File: config.mk
export PLATFORM = sky130hd
export DESIGN_NAME = buzzer_pattern_sequencer_core
export DESIGN_NICKNAME = d
export VERILOG_FILES = /design/src/hdl/bps_pkg.sv /design/src/hdl/bps_front.sv /design/src/hdl/bps_reqq.sv /design/src/hdl/bps_back.sv /design/src/hdl/buzzer_pattern_sequencer_core.sv
export SDC_FILE = /design/constraint.sdc
export NUM_CORES = 1
export LEC_CHECK = 0
export BUFFER_PORTS_ARGS = -buffer_cell sky130_fd_sc_hd__buf_2
export CORE_MARGIN = 10
export CORE_UTILIZATION = 58
export CTS_CLUSTER_DIAMETER = 150
export DETAILED_ROUTE_END_ITERATION = 8
export PLACE_DENSITY = 0.87
export SLEW_MARGIN = 10
export SYNTH_ARGS = -nofsm -noshare
export SYNTH_HDL_FRONTEND = slang
export SYNTH_SLANG_ARGS = --single-unit
export TNS_END_PERCENT = 50
File: constraint.sdc
create_clock -name clk -period 5.1 [get_ports clk]
set_input_delay 0.765 -clock clk [delete_from_list [all_inputs] [get_ports clk]]
set_output_delay 0.765 -clock clk [all_outputs]
set_load 0.02 [all_outputs]
File: src/hdl/bps_pkg.sv
`default_nettype none
// ----------------------------------------------------------------------------
// bps_pkg: shared types and constants of the buzzer pattern sequencer
// holds the pattern tables, the command and result formats and the
// register map
// ----------------------------------------------------------------------------
package bps_pkg;

	// request queue
	localparam int QUEUE_DEPTH_DEF = 10;

	// configuration register map
	localparam int ADDR_W      = 4;
	localparam int DATA_W      = 32;
	localparam int LEN_W       = 16;
	localparam int REG_IDX_W   = 2;
	localparam logic [REG_IDX_W-1:0] REG_LONG_ON = 2'd0;
	localparam logic [REG_IDX_W-1:0] REG_MEDIUM  = 2'd1;
	localparam logic [REG_IDX_W-1:0] REG_SHORT   = 2'd2;

	localparam logic [LEN_W-1:0] LONG_ON_RST = 16'd2000;
	localparam logic [LEN_W-1:0] MEDIUM_RST  = 16'd300;
	localparam logic [LEN_W-1:0] SHORT_RST   = 16'd100;

	// segment counter
	localparam int SEG_W = 4;

	typedef enum logic [1:0] {
		PAT_LONG   = 2'd0,
		PAT_MEDIUM = 2'd1,
		PAT_BATCH  = 2'd2,
		PAT_SETUP  = 2'd3
	} pattern_t;

	typedef enum logic [1:0] {
		LEN_LONG   = 2'd0,
		LEN_MEDIUM = 2'd1,
		LEN_SHORT  = 2'd2
	} len_sel_t;

	typedef struct packed {
		logic     level;
		len_sel_t len_sel;
	} seg_t;

	// classified input item
	typedef struct packed {
		logic     is_enq;
		pattern_t btype;
	} cmd_t;

	// one result item
	typedef struct packed {
		logic buzzer_on;
		logic dropped;
		logic playing;
	} result_t;

	// segment lengths from the registers
	typedef struct packed {
		logic [LEN_W-1:0] long_len;
		logic [LEN_W-1:0] medium_len;
		logic [LEN_W-1:0] short_len;
	} cfg_t;

	// request queue control and status
	typedef struct packed {
		logic push;
		logic pop;
	} rq_ctl_t;

	typedef struct packed {
		logic full;
		logic empty;
	} rq_stat_t;

	function automatic logic [SEG_W-1:0] pat_len(input pattern_t p);
		logic [SEG_W-1:0] n;
		case (p)
			PAT_LONG:   n = 4'd1;
			PAT_MEDIUM: n = 4'd1;
			PAT_BATCH:  n = 4'd6;
			PAT_SETUP:  n = 4'd12;
			default:    n = 4'd1;
		endcase
		return n;
	endfunction

	function automatic seg_t seg_lookup(input pattern_t p, input logic [SEG_W-1:0] idx);
		seg_t s;
		case (p)
			PAT_LONG:   s = '{level: 1'b1, len_sel: LEN_LONG};
			PAT_MEDIUM: s = '{level: 1'b1, len_sel: LEN_MEDIUM};
			PAT_BATCH: begin
				// medium on, medium off, then short on/off pairs
				s.level   = ~idx[0];
				s.len_sel = (idx < 4'd2) ? LEN_MEDIUM : LEN_SHORT;
			end
			PAT_SETUP: begin
				s.level   = ~idx[0];
				s.len_sel = LEN_SHORT;
			end
			default:    s = '{level: 1'b0, len_sel: LEN_SHORT};
		endcase
		return s;
	endfunction

endpackage
`default_nettype wire

File: src/hdl/bps_front.sv
`default_nettype none
// ----------------------------------------------------------------------------
// bps_front: input side of the sequencer
// takes items off the push port, classifies them and holds them in a
// two-entry queue until the back end takes them
// ----------------------------------------------------------------------------
module bps_front (
	input  wire logic          clk,
	input  wire logic          arst_n,
	input  wire logic          push,
	output logic               full,
	input  wire logic          req_type,
	input  wire logic [1:0]    beep_kind,
	output logic               cmd_valid,
	input  wire logic          cmd_ready,
	output bps_pkg::cmd_t      cmd
);
	import bps_pkg::*;

	cmd_t       entry_q [2];
	logic       wr_ptr_q;
	logic       rd_ptr_q;
	logic [1:0] cnt_q;
	logic       do_push;
	logic       do_pop;
	cmd_t       cmd_in;

	assign full      = (cnt_q == 2'd2);
	assign cmd_valid = (cnt_q != 2'd0);
	assign cmd       = entry_q[rd_ptr_q];
	assign do_push   = push && !full;
	assign do_pop    = cmd_valid && cmd_ready;

	// classify: enqueue or tick
	always_comb begin
		cmd_in.is_enq = req_type;
		cmd_in.btype  = pattern_t'(beep_kind);
	end

	always_ff @(posedge clk) begin
		if (do_push) begin
			entry_q[wr_ptr_q] <= cmd_in;
		end
	end

	always_ff @(posedge clk or negedge arst_n) begin
		if (!arst_n) begin
			wr_ptr_q <= 1'b0;
			rd_ptr_q <= 1'b0;
			cnt_q    <= 2'd0;
		end else begin
			if (do_push) begin
				wr_ptr_q <= ~wr_ptr_q;
			end
			if (do_pop) begin
				rd_ptr_q <= ~rd_ptr_q;
			end
			case ({do_push, do_pop})
				2'b10:   cnt_q <= 2'(cnt_q + 2'd1);
				2'b01:   cnt_q <= 2'(cnt_q - 2'd1);
				default: cnt_q <= cnt_q;
			endcase
		end
	end

endmodule
`default_nettype wire

File: src/hdl/bps_reqq.sv
`default_nettype none
// ----------------------------------------------------------------------------
// bps_reqq: queue of waiting beep requests
// circular buffer with a registered head read; the head word is kept
// current, with a bypass when the word is written as it is fetched
// ----------------------------------------------------------------------------
module bps_reqq #(
	parameter int QUEUE_DEPTH = bps_pkg::QUEUE_DEPTH_DEF
) (
	input  wire logic            clk,
	input  wire logic            arst_n,
	input  wire bps_pkg::rq_ctl_t ctl,
	input  wire bps_pkg::pattern_t wr_data,
	output bps_pkg::rq_stat_t    stat,
	output bps_pkg::pattern_t    head_data
);
	import bps_pkg::*;

	localparam int PTR_W = (QUEUE_DEPTH > 1) ? $clog2(QUEUE_DEPTH) : 1;
	localparam int CNT_W = $clog2(QUEUE_DEPTH + 1);

	pattern_t         mem [QUEUE_DEPTH];
	pattern_t         head_q;
	logic [PTR_W-1:0] head_ptr_q;
	logic [PTR_W-1:0] tail_ptr_q;
	logic [CNT_W-1:0] cnt_q;
	logic [PTR_W-1:0] head_ptr_n;
	logic [PTR_W-1:0] tail_ptr_n;
	logic             do_push;
	logic             do_pop;

	function automatic logic [PTR_W-1:0] ptr_inc(input logic [PTR_W-1:0] p);
		return (p == PTR_W'(QUEUE_DEPTH - 1)) ? '0 : PTR_W'(p + 1'b1);
	endfunction

	assign stat.full  = (cnt_q == CNT_W'(QUEUE_DEPTH));
	assign stat.empty = (cnt_q == '0);
	assign do_push    = ctl.push && !stat.full;
	assign do_pop     = ctl.pop && !stat.empty;
	assign head_ptr_n = do_pop ? ptr_inc(head_ptr_q) : head_ptr_q;
	assign tail_ptr_n = do_push ? ptr_inc(tail_ptr_q) : tail_ptr_q;
	assign head_data  = head_q;

	always_ff @(posedge clk) begin
		if (do_push) begin
			mem[tail_ptr_q] <= wr_data;
		end
		// keep the head word current
		if (do_push && (tail_ptr_q == head_ptr_n)) begin
			head_q <= wr_data;
		end else begin
			head_q <= mem[head_ptr_n];
		end
	end

	always_ff @(posedge clk or negedge arst_n) begin
		if (!arst_n) begin
			head_ptr_q <= '0;
			tail_ptr_q <= '0;
			cnt_q      <= '0;
		end else begin
			head_ptr_q <= head_ptr_n;
			tail_ptr_q <= tail_ptr_n;
			case ({do_push, do_pop})
				2'b10:   cnt_q <= CNT_W'(cnt_q + 1'b1);
				2'b01:   cnt_q <= CNT_W'(cnt_q - 1'b1);
				default: cnt_q <= cnt_q;
			endcase
		end
	end

endmodule
`default_nettype wire

File: src/hdl/bps_back.sv
`default_nettype none
// ----------------------------------------------------------------------------
// bps_back: pattern engine and result queue
// executes one command a cycle while the result queue has room, against the
// request queue and the segment counter, and queues the result in a two-entry buffer
// ----------------------------------------------------------------------------
module bps_back (
	input  wire logic                 clk,
	input  wire logic                 arst_n,
	input  wire bps_pkg::cfg_t        cfg,
	input  wire logic                 cmd_valid,
	output logic                      cmd_ready,
	input  wire bps_pkg::cmd_t        cmd,
	output bps_pkg::rq_ctl_t          rq_ctl,
	input  wire bps_pkg::rq_stat_t    rq_stat,
	input  wire bps_pkg::pattern_t    rq_head,
	output logic                      empty,
	input  wire logic                 pop,
	output bps_pkg::result_t          res
);
	import bps_pkg::*;

	// sequencer state
	pattern_t         pat_q;
	logic [SEG_W-1:0] idx_q;
	logic [LEN_W-1:0] ticks_q;
	logic             level_q;
	logic             active_q;

	pattern_t         pat_n;
	logic [SEG_W-1:0] idx_n;
	logic [LEN_W-1:0] ticks_n;
	logic             level_n;
	logic             active_n;
	logic             dropped;
	logic             do_load;
	seg_t             seg;
	logic             go;

	// result queue
	result_t          oq_q [2];
	logic             oq_wr_q;
	logic             oq_rd_q;
	logic [1:0]       oq_cnt_q;
	logic             oq_full;
	logic             oq_pop;

	assign oq_full   = (oq_cnt_q == 2'd2);
	assign cmd_ready = !oq_full;
	assign go        = cmd_valid && !oq_full;
	assign empty     = (oq_cnt_q == 2'd0);
	assign oq_pop    = pop && !empty;
	assign res       = oq_q[oq_rd_q];

	always_comb begin
		pat_n     = pat_q;
		idx_n     = idx_q;
		ticks_n   = ticks_q;
		level_n   = level_q;
		active_n  = active_q;
		dropped   = 1'b0;
		do_load   = 1'b0;
		rq_ctl    = '{push: 1'b0, pop: 1'b0};
		if (cmd.is_enq) begin
			if (rq_stat.full) begin
				dropped = 1'b1;
			end else begin
				rq_ctl.push = go;
			end
		end else if (!rq_stat.empty) begin
			// a waiting request preempts the running pattern
			rq_ctl.pop = go;
			pat_n      = rq_head;
			idx_n      = '0;
			do_load    = 1'b1;
		end else if (active_q) begin
			if (ticks_q <= 16'd1) begin
				idx_n   = SEG_W'(idx_q + 1'b1);
				do_load = 1'b1;
			end else begin
				ticks_n = LEN_W'(ticks_q - 1'b1);
			end
		end

		seg = seg_lookup(pat_n, idx_n);
		if (do_load) begin
			if (idx_n >= pat_len(pat_n)) begin
				active_n = 1'b0;
				level_n  = 1'b0;
				ticks_n  = '0;
				idx_n    = '0;
			end else begin
				active_n = 1'b1;
				level_n  = seg.level;
				case (seg.len_sel)
					LEN_LONG:   ticks_n = cfg.long_len;
					LEN_MEDIUM: ticks_n = cfg.medium_len;
					default:    ticks_n = cfg.short_len;
				endcase
			end
		end
	end

	always_ff @(posedge clk or negedge arst_n) begin
		if (!arst_n) begin
			pat_q    <= PAT_LONG;
			idx_q    <= '0;
			ticks_q  <= '0;
			level_q  <= 1'b0;
			active_q <= 1'b0;
		end else if (go) begin
			pat_q    <= pat_n;
			idx_q    <= idx_n;
			ticks_q  <= ticks_n;
			level_q  <= level_n;
			active_q <= active_n;
		end
	end

	always_ff @(posedge clk) begin
		if (go) begin
			oq_q[oq_wr_q] <= '{buzzer_on: level_n, dropped: dropped, playing: active_n};
		end
	end

	always_ff @(posedge clk or negedge arst_n) begin
		if (!arst_n) begin
			oq_wr_q  <= 1'b0;
			oq_rd_q  <= 1'b0;
			oq_cnt_q <= 2'd0;
		end else begin
			if (go) begin
				oq_wr_q <= ~oq_wr_q;
			end
			if (oq_pop) begin
				oq_rd_q <= ~oq_rd_q;
			end
			case ({go, oq_pop})
				2'b10:   oq_cnt_q <= 2'(oq_cnt_q + 2'd1);
				2'b01:   oq_cnt_q <= 2'(oq_cnt_q - 2'd1);
				default: oq_cnt_q <= oq_cnt_q;
			endcase
		end
	end

endmodule
`default_nettype wire

File: src/hdl/buzzer_pattern_sequencer_core.sv
`default_nettype none
// ----------------------------------------------------------------------------
// buzzer_pattern_sequencer_core: buzzer pattern sequencer
// ticks and beep requests in, buzzer level and status out; requests wait
// in a queue and start their pattern on the next tick
// ----------------------------------------------------------------------------
//
// channel   handshake           payload
// -------   -----------------   ---------------------------------------
// input     push / full         req_type, beep_kind
// result    pop / empty         buzzer_on, dropped, playing
// config    psel/penable/pready paddr, pwdata, prdata (16-bit lengths)
//
// - one item per cycle sustained while results are taken; each item is
//   registered in the front queue and then, as its result, in the result
//   queue before its result can be taken
// - the pattern engine updates its state once for each item it executes
// - reset clears both queues, the request queue and the pattern state, and
//   loads the segment lengths with their defaults; no clearing pass
// - a stalled result side fills the two-entry result queue, then the
//   two-entry front queue, and only then raises full
//
module buzzer_pattern_sequencer_core #(
	parameter int QUEUE_DEPTH = bps_pkg::QUEUE_DEPTH_DEF
) (
	input  wire logic                        clk,
	input  wire logic                        arst_n,
	// configuration
	input  wire logic                        psel,
	input  wire logic                        penable,
	input  wire logic                        pwrite,
	input  wire logic [bps_pkg::ADDR_W-1:0]  paddr,
	input  wire logic [bps_pkg::DATA_W-1:0]  pwdata,
	output logic      [bps_pkg::DATA_W-1:0]  prdata,
	output logic                             pready,
	// input items
	input  wire logic                        push,
	output logic                             full,
	input  wire logic                        req_type,
	input  wire logic [1:0]                  beep_kind,
	// results
	output logic                             empty,
	input  wire logic                        pop,
	output logic                             buzzer_on,
	output logic                             dropped,
	output logic                             playing
);
	import bps_pkg::*;

	cfg_t             cfg_q;
	logic [REG_IDX_W-1:0] reg_idx;
	logic             cfg_wr;

	logic             cmd_valid;
	logic             cmd_ready;
	cmd_t             cmd;
	rq_ctl_t          rq_ctl;
	rq_stat_t         rq_stat;
	pattern_t         rq_head;
	result_t          res;

	// register file, written in the access phase of a transfer
	assign pready  = 1'b1;
	assign reg_idx = paddr[ADDR_W-1:2];
	assign cfg_wr  = psel && penable && pwrite && pready;

	always_ff @(posedge clk or negedge arst_n) begin
		if (!arst_n) begin
			cfg_q.long_len   <= LONG_ON_RST;
			cfg_q.medium_len <= MEDIUM_RST;
			cfg_q.short_len  <= SHORT_RST;
		end else if (cfg_wr) begin
			case (reg_idx)
				REG_LONG_ON: cfg_q.long_len   <= pwdata[LEN_W-1:0];
				REG_MEDIUM:  cfg_q.medium_len <= pwdata[LEN_W-1:0];
				REG_SHORT:   cfg_q.short_len  <= pwdata[LEN_W-1:0];
				default:     cfg_q            <= cfg_q;  // unmapped address
			endcase
		end
	end

	// read back, unmapped addresses read zero
	always_comb begin
		case (reg_idx)
			REG_LONG_ON: prdata = DATA_W'(cfg_q.long_len);
			REG_MEDIUM:  prdata = DATA_W'(cfg_q.medium_len);
			REG_SHORT:   prdata = DATA_W'(cfg_q.short_len);
			default:     prdata = '0;
		endcase
	end

	// front: accept and classify
	bps_front u_front (
		.clk       (clk),
		.arst_n    (arst_n),
		.push      (push),
		.full      (full),
		.req_type  (req_type),
		.beep_kind (beep_kind),
		.cmd_valid (cmd_valid),
		.cmd_ready (cmd_ready),
		.cmd       (cmd)
	);

	// queue of waiting beep requests
	bps_reqq #(
		.QUEUE_DEPTH (QUEUE_DEPTH)
	) u_reqq (
		.clk       (clk),
		.arst_n    (arst_n),
		.ctl       (rq_ctl),
		.wr_data   (cmd.btype),
		.stat      (rq_stat),
		.head_data (rq_head)
	);

	// back: pattern engine and result queue
	bps_back u_back (
		.clk       (clk),
		.arst_n    (arst_n),
		.cfg       (cfg_q),
		.cmd_valid (cmd_valid),
		.cmd_ready (cmd_ready),
		.cmd       (cmd),
		.rq_ctl    (rq_ctl),
		.rq_stat   (rq_stat),
		.rq_head   (rq_head),
		.empty     (empty),
		.pop       (pop),
		.res       (res)
	);

	assign buzzer_on = res.buzzer_on;
	assign dropped   = res.dropped;
	assign playing   = res.playing;

endmodule
`default_nettype wire

==> run_results.csv <==
group,metric,value,unit
critical_path,endpoint_kind,"register",
global_route,grt.overflow.total,0,
drt,via_per_inst,6.26,
finish,final-seq-area,3360,um^2
finish,n_antenna_cell,0,
global_route,use_met1,23.0,%
placed_design,place_hpwl,10.0,mm
synthesis,synth_area_leaders,"dfrtp_1 30%, edfxtp_1 15%, mux2_2 9.9%",
global_route,top_usage_layer,"met2",
clock_tree,clkSinkCount,128,
job,cap_violations,0,
drt,remaining_drc_errors,0,
finish,final_core_util,67.4,%
sta,skew,0.00874,ns
die,design.core.area,10900,um^2
drt,drtIter0Drc,430,
sta,tightest_slew,1.18,ns
finish,final_common_cell,"dfrtp_1",
synthesis,synth_edf_count,32,
sta,timing_hold_violations_final,0,
synthesis,synth_flop_cell,"dfrtp_1",
drt,dr.pass1.iters,5,
clock_tree,post_cts_resized,0,
finish,final_cell_mix,"79 x dfrtp_1, 57 x mux2_2, 50 x nor2_1, 47 x buf_2, 43 x nand2_1",
finish,syn2layout_area_growth,13.2,%
clock_tree,htreeDepth,4,
global_route,grt_max_degree,85,
finish,fin_nets,684,
critical_path,path_max_fanout,11,
clock_tree,clkTransAtPathRegs,0.06,ns
synthesis,ys_seq_area_share,51.8,%
synthesis,avgSynthCellArea,11.2,um^2
sta,fmax,230,MHz
synthesis,yosys_warnings,0,
global_route,grt_usage,19.2,%
sta,setup_viol,0,
die,die_y,126,um
finish,multi_input_area,2890,um^2
die,rows,38,
sta,rsz0062_at_grt,"false",
clock_tree,cts-root-buf,"clkbuf_8",
die,fp.dieArea,15800,um^2
sta,slew_violations,0,
synthesis,async_flop_share,71.9,%
die,start_util,59.5,%
sta,timing.final.crit_share,85.3,%
critical_path,required,5.54,ns
synthesis,synth_top_area_share,30.5,%
synthesis,syn_inst,577,
clock_tree,cts_tree,"yes",
clock_tree,cts_buffer_depth,2,
drt,antenna_left,0,
power_and_ir_drop,ir_worst_vdd,0.319,mV
global_route,met2_usage,32.0,%
sta,setup_tns,0,ns
global_route,antenna_found_initial,0,
clock_tree,cts_hold_buf,0,
placed_design,place.port_buffers,48,
synthesis,ys_seq_elements,128,
synthesis,synth_largest_area_cell,"dfrtp_1",
synthesis,synth_area,6480,um^2
placed_design,pre_cts_ws,0.894,ns
clock_tree,post_cts_buffers,0,
power_and_ir_drop,p_leak,3.07,nW
critical_path,startpoint_type,"register",
sta,fin_ws,0.752,ns
drt,avgRoutedWirePerCell,19.5,um
global_route,grt_pass1_vias,4933,
critical_path,critPathKind,"register to register",
critical_path,arrival,4.79,ns
critical_path,reg2reg_depth,15,
run_status,status,"finished, final reports clean",
global_route,grt_pass1_wl,25.0,mm
drt,finalWirelength,15.2,mm
drt,vias,4872,
sta,relSlewSlack,20.9,%
power_and_ir_drop,power.density,657,nW/um^2
finish,drive_gt1_share,26.6,%
die,ios,84,
min_path,hp-class,"input pin to asynchronous set/reset pin",
synthesis,synth_cell_types,61,
placed_design,gp_congestion,0.880,
finish,n_fill_cell,729,
global_route,grt_util_met3,5.45,%
clock_tree,cts_made_buffers,17,
die,fp.dieW,126,um
sta,min_period,4.35,ns
clock_tree,clk_latency,0.53,ns
-- worst paths after layout --
check | from | end | slack [ns]
worst max-delay path | u_back.ticks_q[9] | u_back.ticks_q[10] | 0.75
worst min-delay path | arst_n | u_front.rd_ptr_q | 0.05
worst max register to register | u_back.ticks_q[9] | u_back.ticks_q[10] | 0.75
worst min register to register | u_front.cnt_q[1] | u_front.cnt_q[1] | 0.51
max in group asynchronous | arst_n | u_back.ticks_q[3] | 3.76
min in group clk | req_type | u_front.entry_q[1][2] | 0.42
-- sequential cells by signal, summed over array words and instances (netlist names), named ones only --
| signal | cells |
|---|---|
| u_back.oq_wr_q | 1 |
| u_front.wr_ptr_q | 1 |
| cfg_q | 48 |
| u_back.active_q | 1 |
| u_back.oq_cnt_q | 2 |
| u_back.idx_q | 4 |
| u_front.entry_q | 6 |
| u_front.cnt_q | 2 |
| u_front.rd_ptr_q | 1 |
| u_back.level_q | 1 |
| u_back.pat_q | 2 |
| u_reqq.head_ptr_q | 4 |
| u_back.oq_rd_q | 1 |
| u_reqq.cnt_q | 4 |
| u_back.oq_q | 6 |
| u_reqq.tail_ptr_q | 4 |
| u_reqq.mem | 20 |
| u_back.ticks_q | 16 |
-- worst max-delay path, stage by stage, from the launching register on --
cell and delay (ns):
dfrtp_1 0.39, or4_4 0.56, or4_1 0.55, nor3_2 0.41, xor2_1 0.27, nand2_1 0.12
ha_1 0.29, nand2b_1 0.14, a21o_1 0.18, a21o_1 0.17, a21oi_1 0.13, buf_4 0.16
and3_1 0.24, buf_4 0.24, o221ai_1 0.16, o221ai_1 0.23
-- per-layer routing --
metal / part of all wire (%) / vias to the layer above
li1: - / 2183
met1: 40 / 2415
met2: 50 / 234
met3: 7.6 / 40
met4: 2.3 / 0
met5: 0 / -
-- cells in the mapped netlist (7+ instances only) --
library cell and number:
a21oi_1 10, dfstp_2 13, nor2_1 50, buf_4 17, xnor2_1 15, a21o_1 7
nand3_1 12, inv_1 15, o21ai_1 8, dfrtp_1 79, nor3_1 14, o21ai_0 41
mux2_2 57, nand2_1 43, mux2i_1 23, clkbuf_1 20, edfxtp_1 32, o221ai_1 18
ha_1 12
-- cell families after synthesis --
family,synth area share (%)
AO/OA/AOI/OAI,12.5
buffers and inverters,4.57
XOR/XNOR,2.84
AND/OR/NAND/NOR,11.0
adder cells (fa/ha/maj),2.62
multiplexers,14.5
flip-flops,51.8
other,0.116
-- final cells by class --
cell class | count | area share [%]
clock inverters | 13 | 1.67
repair buffers | 56 | 4.13
flip-flops and latches | 128 | 45.8
inverters | 17 | 0.870
multi-input cells | 405 | 39.4
well taps | 140 | 2.39
clock buffers | 19 | 5.75
-- per-stage QoR --
step	total power (W)	std cells	instance area (um^2)	hold slack, ns
2_1_floorplan	0.00312	592	6540	0.456
3_3_place_gp	0.00352	746	6790	0.477
3_5_place_dp	0.00363	746	6790	0.489
4_1_cts	0.00479	778	7340	0.0449
5_1_grt	0.00511	778	7340	0.0404
6_report	0.00482	778	7340	0.0507
-- power breakdown --
| group | leakage [nW] | internal [W] | switching (W) |
|---|---|---|---|
| combinational | 1.37 | 0.000773 | 0.00119 |
| sequential | 1.43 | 0.00144 | 0.000303 |
| clock | 0.270 | 0.000686 | 0.000429 |
| total | 3.07 | 0.00290 | 0.00192 |
Power figures use the tool's default switching activity.
